$ cat config.mk
export PLATFORM = sky130hd
export DESIGN_NAME = pulsed_echo_presence_debouncer
export DESIGN_NICKNAME = d
export VERILOG_FILES = /design/src/pedb_pkg.sv /design/src/pulsed_echo_presence_debouncer.sv
export SDC_FILE = /design/constraint.sdc
export NUM_CORES = 1
export LEC_CHECK = 0
export ABC_AREA = 1
export BUFFER_PORTS_ARGS = -buffer_cell sky130_fd_sc_hd__buf_2
export CAP_MARGIN = 25
export CORE_MARGIN = 5
export CORE_UTILIZATION = 65
export DETAILED_ROUTE_END_ITERATION = 8
export HOLD_SLACK_MARGIN = 0.02
export PLACE_DENSITY = 0.83
export SYNTH_ARGS = -nofsm -noshare
export SYNTH_HDL_FRONTEND = slang
export SYNTH_SLANG_ARGS = --single-unit
$ cat constraint.sdc
create_clock -name clk -period 5.63 [get_ports clk]
set_input_delay 1.126 -clock clk [delete_from_list [all_inputs] [get_ports clk]]
set_output_delay 1.126 -clock clk [all_outputs]
set_load 0.005 [all_outputs]
$ cat src/pedb_pkg.sv
`timescale 1ns / 1ps
// ----------------------------------------------------------------------------
// pedb_pkg
// Shared constants, register indexes and event codes for the pulsed echo
// presence debouncer.
// ----------------------------------------------------------------------------
package pedb_pkg;

  localparam int COUNT_BITS     = 16;
  localparam int REG_BITS       = 16;
  localparam int CFG_INDEX_BITS = 8;
  localparam int MODE_BITS      = 2;
  localparam int LOAD_BITS      = (COUNT_BITS > REG_BITS) ? COUNT_BITS : REG_BITS;

  localparam int TICKS_PER_SECOND   = 1000;
  localparam int PINGS_PER_SECOND   = 10;
  localparam int PINGS_PER_DEBOUNCE = 3;

  localparam logic [REG_BITS-1:0] PING_INTERVAL_RESET =
    REG_BITS'(TICKS_PER_SECOND / PINGS_PER_SECOND);
  localparam logic [REG_BITS-1:0] DEBOUNCE_RESET =
    REG_BITS'(PINGS_PER_DEBOUNCE * (TICKS_PER_SECOND / PINGS_PER_SECOND));

  localparam logic [LOAD_BITS-1:0] COUNT_MAX =
    LOAD_BITS'((64'd1 << COUNT_BITS) - 64'd1);

  localparam logic [CFG_INDEX_BITS-1:0] REG_PING_INTERVAL = CFG_INDEX_BITS'(0);
  localparam logic [CFG_INDEX_BITS-1:0] REG_DEBOUNCE      = CFG_INDEX_BITS'(1);

  localparam logic [MODE_BITS-1:0] MODE_TICK      = MODE_BITS'(0);
  localparam logic [MODE_BITS-1:0] MODE_ECHO      = MODE_BITS'(1);
  localparam logic [MODE_BITS-1:0] MODE_BURST_END = MODE_BITS'(2);

  typedef logic [COUNT_BITS-1:0] count_t;
  typedef logic [REG_BITS-1:0]   reg_t;

  // saturate a register value into the countdown width
  function automatic count_t load_count(input reg_t v);
    logic [LOAD_BITS-1:0] ext;
    ext = LOAD_BITS'(v);
    if (ext > COUNT_MAX) begin
      return '1;
    end
    return ext[COUNT_BITS-1:0];
  endfunction

endpackage

$ cat src/pulsed_echo_presence_debouncer.sv
`timescale 1ns / 1ps
// ----------------------------------------------------------------------------
// pulsed_echo_presence_debouncer
// Paces emitter pings, latches echoes, debounces the raw detection and
// reports each stable change once. One result beat per input beat.
// ----------------------------------------------------------------------------
// Result register: the result of an accepted input beat is valid from the next cycle.
// Throughput: 1 beat per cycle; the input is taken whenever the result
//   register is empty or being drained in the same cycle.
// Reset (rst, synchronous): registers back to 100 / 300 ticks, all flags and
//   countdowns cleared, so the first beat starts a ping. No clearing pass.
module pulsed_echo_presence_debouncer (
  input  logic                               clk,
  input  logic                               rst,
  input  logic                               in_valid,
  output logic                               in_ready,
  input  logic [pedb_pkg::MODE_BITS-1:0]     mode,
  input  logic                               echo_level,
  output logic                               out_valid,
  input  logic                               out_ready,
  output logic                               ping_start,
  output logic                               ping_active,
  output logic                               event_valid,
  output logic                               event_present,
  input  logic                               cfg_valid,
  output logic                               cfg_ready,
  input  logic [pedb_pkg::CFG_INDEX_BITS-1:0] cfg_index,
  input  logic [pedb_pkg::REG_BITS-1:0]      cfg_data
);
  import pedb_pkg::*;

  reg_t   ping_interval_ticks;
  reg_t   debounce_ticks;
  logic   pinging, pinging_next;
  logic   echo_latch, echo_latch_next;
  logic   raw_present, raw_present_next;
  logic   last_raw_present, last_raw_present_next;
  logic   debounce_armed, debounce_armed_next;
  count_t debounce_left, debounce_left_next;
  count_t ping_wait_left, ping_wait_left_next;
  logic   start_next, valid_next, present_next;
  logic   in_fire;

  assign in_ready  = !out_valid || out_ready;
  assign in_fire   = in_valid && in_ready;
  assign cfg_ready = 1'b1;

  always_comb begin
    pinging_next          = pinging;
    echo_latch_next       = echo_latch;
    raw_present_next      = raw_present;
    last_raw_present_next = last_raw_present;
    debounce_armed_next   = debounce_armed;
    debounce_left_next    = debounce_left;
    ping_wait_left_next   = ping_wait_left;
    start_next            = 1'b0;
    valid_next            = 1'b0;
    present_next          = 1'b0;

    case (mode)
      MODE_TICK: begin
        if (ping_wait_left != '0) begin
          ping_wait_left_next = ping_wait_left - COUNT_BITS'(1);
        end
        if (debounce_armed && debounce_left != '0) begin
          debounce_left_next = debounce_left - COUNT_BITS'(1);
        end
      end
      MODE_ECHO: begin
        if (pinging && !echo_level) begin
          echo_latch_next = 1'b1;
        end
      end
      MODE_BURST_END: begin
        if (pinging) begin
          pinging_next     = 1'b0;
          raw_present_next = echo_latch;
        end
      end
      default: begin
      end
    endcase

    if (!pinging_next && ping_wait_left_next == '0) begin
      ping_wait_left_next = load_count(ping_interval_ticks);
      echo_latch_next     = 1'b0;
      pinging_next        = 1'b1;
      start_next          = 1'b1;
    end

    if (raw_present_next != last_raw_present) begin
      debounce_left_next    = load_count(debounce_ticks);
      debounce_armed_next   = 1'b1;
      last_raw_present_next = raw_present_next;
    end

    if (debounce_armed_next && debounce_left_next == '0) begin
      valid_next          = 1'b1;
      present_next        = raw_present_next;
      debounce_armed_next = 1'b0;
    end
  end

  always_ff @(posedge clk) begin
    if (rst) begin
      ping_interval_ticks <= PING_INTERVAL_RESET;
      debounce_ticks      <= DEBOUNCE_RESET;
    end else if (cfg_valid) begin
      if (cfg_index == REG_PING_INTERVAL) begin
        ping_interval_ticks <= cfg_data;
      end else if (cfg_index == REG_DEBOUNCE) begin
        debounce_ticks <= cfg_data;
      end
    end
  end

  always_ff @(posedge clk) begin
    if (rst) begin
      pinging          <= 1'b0;
      echo_latch       <= 1'b0;
      raw_present      <= 1'b0;
      last_raw_present <= 1'b0;
      debounce_armed   <= 1'b0;
      debounce_left    <= '0;
      ping_wait_left   <= '0;
    end else if (in_fire) begin
      pinging          <= pinging_next;
      echo_latch       <= echo_latch_next;
      raw_present      <= raw_present_next;
      last_raw_present <= last_raw_present_next;
      debounce_armed   <= debounce_armed_next;
      debounce_left    <= debounce_left_next;
      ping_wait_left   <= ping_wait_left_next;
    end
  end

  // result register
  always_ff @(posedge clk) begin
    if (rst) begin
      out_valid <= 1'b0;
    end else if (in_fire) begin
      out_valid <= 1'b1;
    end else if (out_ready) begin
      out_valid <= 1'b0;
    end
  end

  always_ff @(posedge clk) begin
    if (in_fire) begin
      ping_start    <= start_next;
      ping_active   <= pinging_next;
      event_valid   <= valid_next;
      event_present <= present_next;
    end
  end

  a_start_opens_window: assert property (@(posedge clk) disable iff (rst)
    out_valid && ping_start |-> ping_active)
    else $error("ping_start without an open ping window");

  a_present_needs_valid: assert property (@(posedge clk) disable iff (rst)
    out_valid && event_present |-> event_valid)
    else $error("event_present without event_valid");

  a_start_reloads_wait: assert property (@(posedge clk) disable iff (rst)
    in_fire && start_next |=> ping_wait_left == load_count($past(ping_interval_ticks)))
    else $error("ping start did not reload the interval countdown");

  a_change_tracked: assert property (@(posedge clk) disable iff (rst)
    in_fire |=> last_raw_present == raw_present)
    else $error("raw detection change not tracked");

  a_beat_produces_result: assert property (@(posedge clk) disable iff (rst)
    in_fire |=> out_valid)
    else $error("accepted beat produced no result");

endmodule

==> qor.txt <==
drt total wl: 11,600 microns
synthesized area divided by synthesized cell count: 6.33 sq um
time the final worst path needs with I/O delays and setup: 2.94 ns
Worst Path Buf+Inv: 1
area delta synth->final: 8.44%
average wire length per cell after detail routing: 13.7 microns
mean number of vias per cell: 5.55
routability congestion estimate from global placement: 0.972
maximum operating frequency: 340 MHz
cell seen most often among critical-path stages: sky130_fd_sc_hd__nor2_1
CTS tree: yes
largest cells by area after synthesis: sky130_fd_sc_hd__dfxtp_1 (31%), sky130_fd_sc_hd__nand2_1 (13%), sky130_fd_sc_hd__nor2_1 (8.7%)
endpoint of the worst register-to-register path: ping_wait_left[2]
slowest stage delay, CP: 0.34 ns
arrival time of data at the critical path endpoint: 3.13 ns
Critical-path top delay cell: sky130_fd_sc_hd__nor2_1
hold-fix buffer count after cts: 0
Max Buffers Root-to-Sink: 2
leading cell types by count after synthesis: sky130_fd_sc_hd__nand2_1 (161), sky130_fd_sc_hd__nor2_1 (106), sky130_fd_sc_hd__inv_1 (89)
headroom to the max-slew limit: 48.9%
clk_lat worst skew: 0.34 ns
Worst Hold Class: flop to flop
Routed Antenna Nets: 0
DRC viols: 0
clk_skew: 0.0131 ns
Post-Syn Instances: 721
worst reg2reg setup slack: 2.84 ns
number of sinks handled by clock tree synthesis: 74
floorplan die area: 8800 sq um
CP startpoint kind: input port
effective utilization at floorplan: 66.8%
Min Hold Slack: 0.466 ns
YS warnings: 0
number of clock buffers inserted by TritonCTS: 9
number of flops mapped to enable cells by yosys: 4
detailed placer's ending HPWL: 8480 microns
number of I/O port buffers: 37
sequential share of the synthesized area: 33.3%
synthesis-stage register bit count: 74
# Post-CTS Setup Buffers: 0
status: completed
number of nets in the layout: 779
leading cell type by number of instances after synthesis: sky130_fd_sc_hd__nand2_1
share of cells above drive strength 1: 15.5%
post-synth cell types: 40
die height: 93.8 microns
Top Ports: 39
crit path launch: mode[1]
cell type with the highest aggregate area in the netlist: sky130_fd_sc_hd__dfxtp_1
maxcap violations: 0
type of the worst setup path: input port to flop
setup repair after global routing missed its margin: false
H-tree lvl count: 3
area of the mapped netlist: 4560 sq um
number of global-route vias before repair: 4,184
drt first pass iters: 5
final slew viol count: 0
cell at the root of the clock tree: sky130_fd_sc_hd__clkbuf_8
Fin Setup TNS: 0 ns
area fraction of the dominant cell type after synthesis: 30.7%
fraction of the cycle the final worst path needs: 52.2%
maximum number of pins on one net before global-route repair: 56
worst slew pin tran: 0.765 ns
final antenna diode count: 0
die width: 93.8 microns
maximum resistive drop on vdd: 138 uV
largest fanout on the critical path: 10
clock transition at the registers of the reported paths: 0.08 ns
total number of vias: 4,688
total power divided by cell area: 268 nW/um^2
instance count after placement with tap cells included: 829
Remaining Overflow, GRT: 0
critical path depth: 14
global-route wire length before repair: 19,400 microns
critical path, cell by cell: buf_2 > nor2_4 > nand2_1 > nor2_1 > nand2_1 > nor2_1 > nand4_1 > nand3_1 > nand2_1 > nor2_1 > nand2_1 > nor2_1 > nand3_1 > nor2_1
number of antenna violations at the first check in global routing: 0
post-synthesis net count: 756
Setup Viol. Count Final: 0
worst reg-to-reg path cell count: 16
source of the worst register-to-register timing path: ping_wait_left[0]
Fin. Hold Viols: 0
filler-free cell count of the finished design: 845
Critical Path Sink Type: flop
Top Family by Delay on Critical Path: simple AND/OR/NAND/NOR gates
Critical path destination: event_present
required time reported for the critical path endpoint: 5.83 ns
Core Footprint: 6830 sq um
global-route usage over all layers: 27.3%
async set or reset register ratio after synthesis: 0%
number of DRC violations after detailed-routing iteration 0: 448
FP Rows: 30
static power due to leakage: 2.39 nW
most frequently used flop master after synthesis: sky130_fd_sc_hd__dfxtp_1
CTS-repair resized insts: 0
## registers in the layout (all words and copies together) (netlist names), 16 cells and up
name                 cells
debounce_ticks          16
ping_wait_left          16
ping_interval_ticks     16
debounce_left           16
## worst register-to-register path: stages (launching register included)
cell	delay (ns)
sky130_fd_sc_hd__dfxtp_1	0.33
sky130_fd_sc_hd__inv_1	0.15
sky130_fd_sc_hd__ha_1	0.37
sky130_fd_sc_hd__nand2_1	0.14
sky130_fd_sc_hd__nor2_4	0.17
sky130_fd_sc_hd__nand3_4	0.26
sky130_fd_sc_hd__nand2_1	0.18
sky130_fd_sc_hd__nand2_1	0.06
sky130_fd_sc_hd__nand2_1	0.10
sky130_fd_sc_hd__nand2_1	0.09
sky130_fd_sc_hd__inv_1	0.07
sky130_fd_sc_hd__nand2_1	0.06
sky130_fd_sc_hd__nor2_2	0.14
sky130_fd_sc_hd__nand3_4	0.11
sky130_fd_sc_hd__clkinv_2	0.23
sky130_fd_sc_hd__nand2_1	0.12
sky130_fd_sc_hd__a21oi_1	0.15
## worst min-delay path by stage
stage	start	endpoint	slack, ns	cells past startpoint
after global routing	ping_interval_ticks[14]	ping_wait_left[14]	0.48	2
after global placement	ping_interval_ticks[12]	ping_interval_ticks[12]	0.45	2
after CTS	ping_interval_ticks[0]	ping_interval_ticks[0]	0.46	2
after detailed placement	ping_interval_ticks[0]	ping_interval_ticks[0]	0.45	2
after floorplan	ping_interval_ticks[0]	ping_interval_ticks[0]	0.43	2
final	ping_interval_ticks[12]	ping_interval_ticks[12]	0.47	2
## metrics by stage
stage / area, sq um / power (mW) / setup WS, ns / util, %
floorplan: 4560 / 0.811 / 2.97 / -
global placement: 4730 / 0.871 / 2.50 / 69.3
detailed placement: 4730 / 0.879 / 2.42 / 69.3
CTS: 4950 / 1.33 / 2.75 / 72.5
global route: 4950 / 1.40 / 2.45 / 72.5
finish: 4950 / 1.33 / 2.69 / 72.5
## power by group
part / total [mW] / leakage, nW / internal, mW / switching (mW)
sequential: 0.575 / 0.612 / 0.550 / 0.0249
combinational: 0.300 / 1.67 / 0.0962 / 0.204
clock: 0.454 / 0.110 / 0.249 / 0.204
total: 1.33 / 2.39 / 0.896 / 0.433
## cell usage in the layout (no fill, tap or decap), types with 3 or more instances in the layout
master	netlist	final
sky130_fd_sc_hd__a21oi_1	41	41
sky130_fd_sc_hd__a21oi_2	9	9
sky130_fd_sc_hd__buf_2	2	37
sky130_fd_sc_hd__clkbuf_8	0	9
sky130_fd_sc_hd__clkinv_2	1	3
sky130_fd_sc_hd__dfxtp_1	70	70
sky130_fd_sc_hd__edfxtp_1	4	4
sky130_fd_sc_hd__ha_1	3	3
sky130_fd_sc_hd__inv_1	89	89
sky130_fd_sc_hd__inv_2	8	8
sky130_fd_sc_hd__nand2_1	161	161
sky130_fd_sc_hd__nand2_2	24	24
sky130_fd_sc_hd__nand2_4	3	3
sky130_fd_sc_hd__nand3_1	67	67
sky130_fd_sc_hd__nand3_2	3	3
sky130_fd_sc_hd__nand4_1	12	12
sky130_fd_sc_hd__nor2_1	106	106
sky130_fd_sc_hd__nor2_2	3	3
sky130_fd_sc_hd__nor2_4	5	5
sky130_fd_sc_hd__nor3_1	5	5
sky130_fd_sc_hd__o21ai_0	61	61
## final cells by class
cell class / instances / area, sq um
multi-input combinational: 521 / 2520
clock buffer: 9 / 124
fill: 626 / 1880
sequential: 74 / 1520
tap: 96 / 120
clock inverter: 7 / 92.6
timing repair buffer: 38 / 193
inverter: 100 / 379
## kinds of logic (layout without fill, tap and decap cells)
family,count (synthesis),after routing,share of synthesized area [%]
compound gates,120,120,14.6
xor+xnor,1,1,0.192
fa+ha+maj,3,3,0.822
buf+inv,126,154,11.5
flops,74,74,33.3
other cells,1,1,0.0822
simple gates,396,396,39.6
## routing by layer
metal	vias to the layer above	wire length [microns]	GRT usage, %
met5	-	0	0
met4	0	212	8.18
met3	25	1060	4.33
met2	209	4990	41.5
met1	2106	5320	39.6
li1	2348	-	-
No activity file was read; power rests on OpenSTA's default activity.
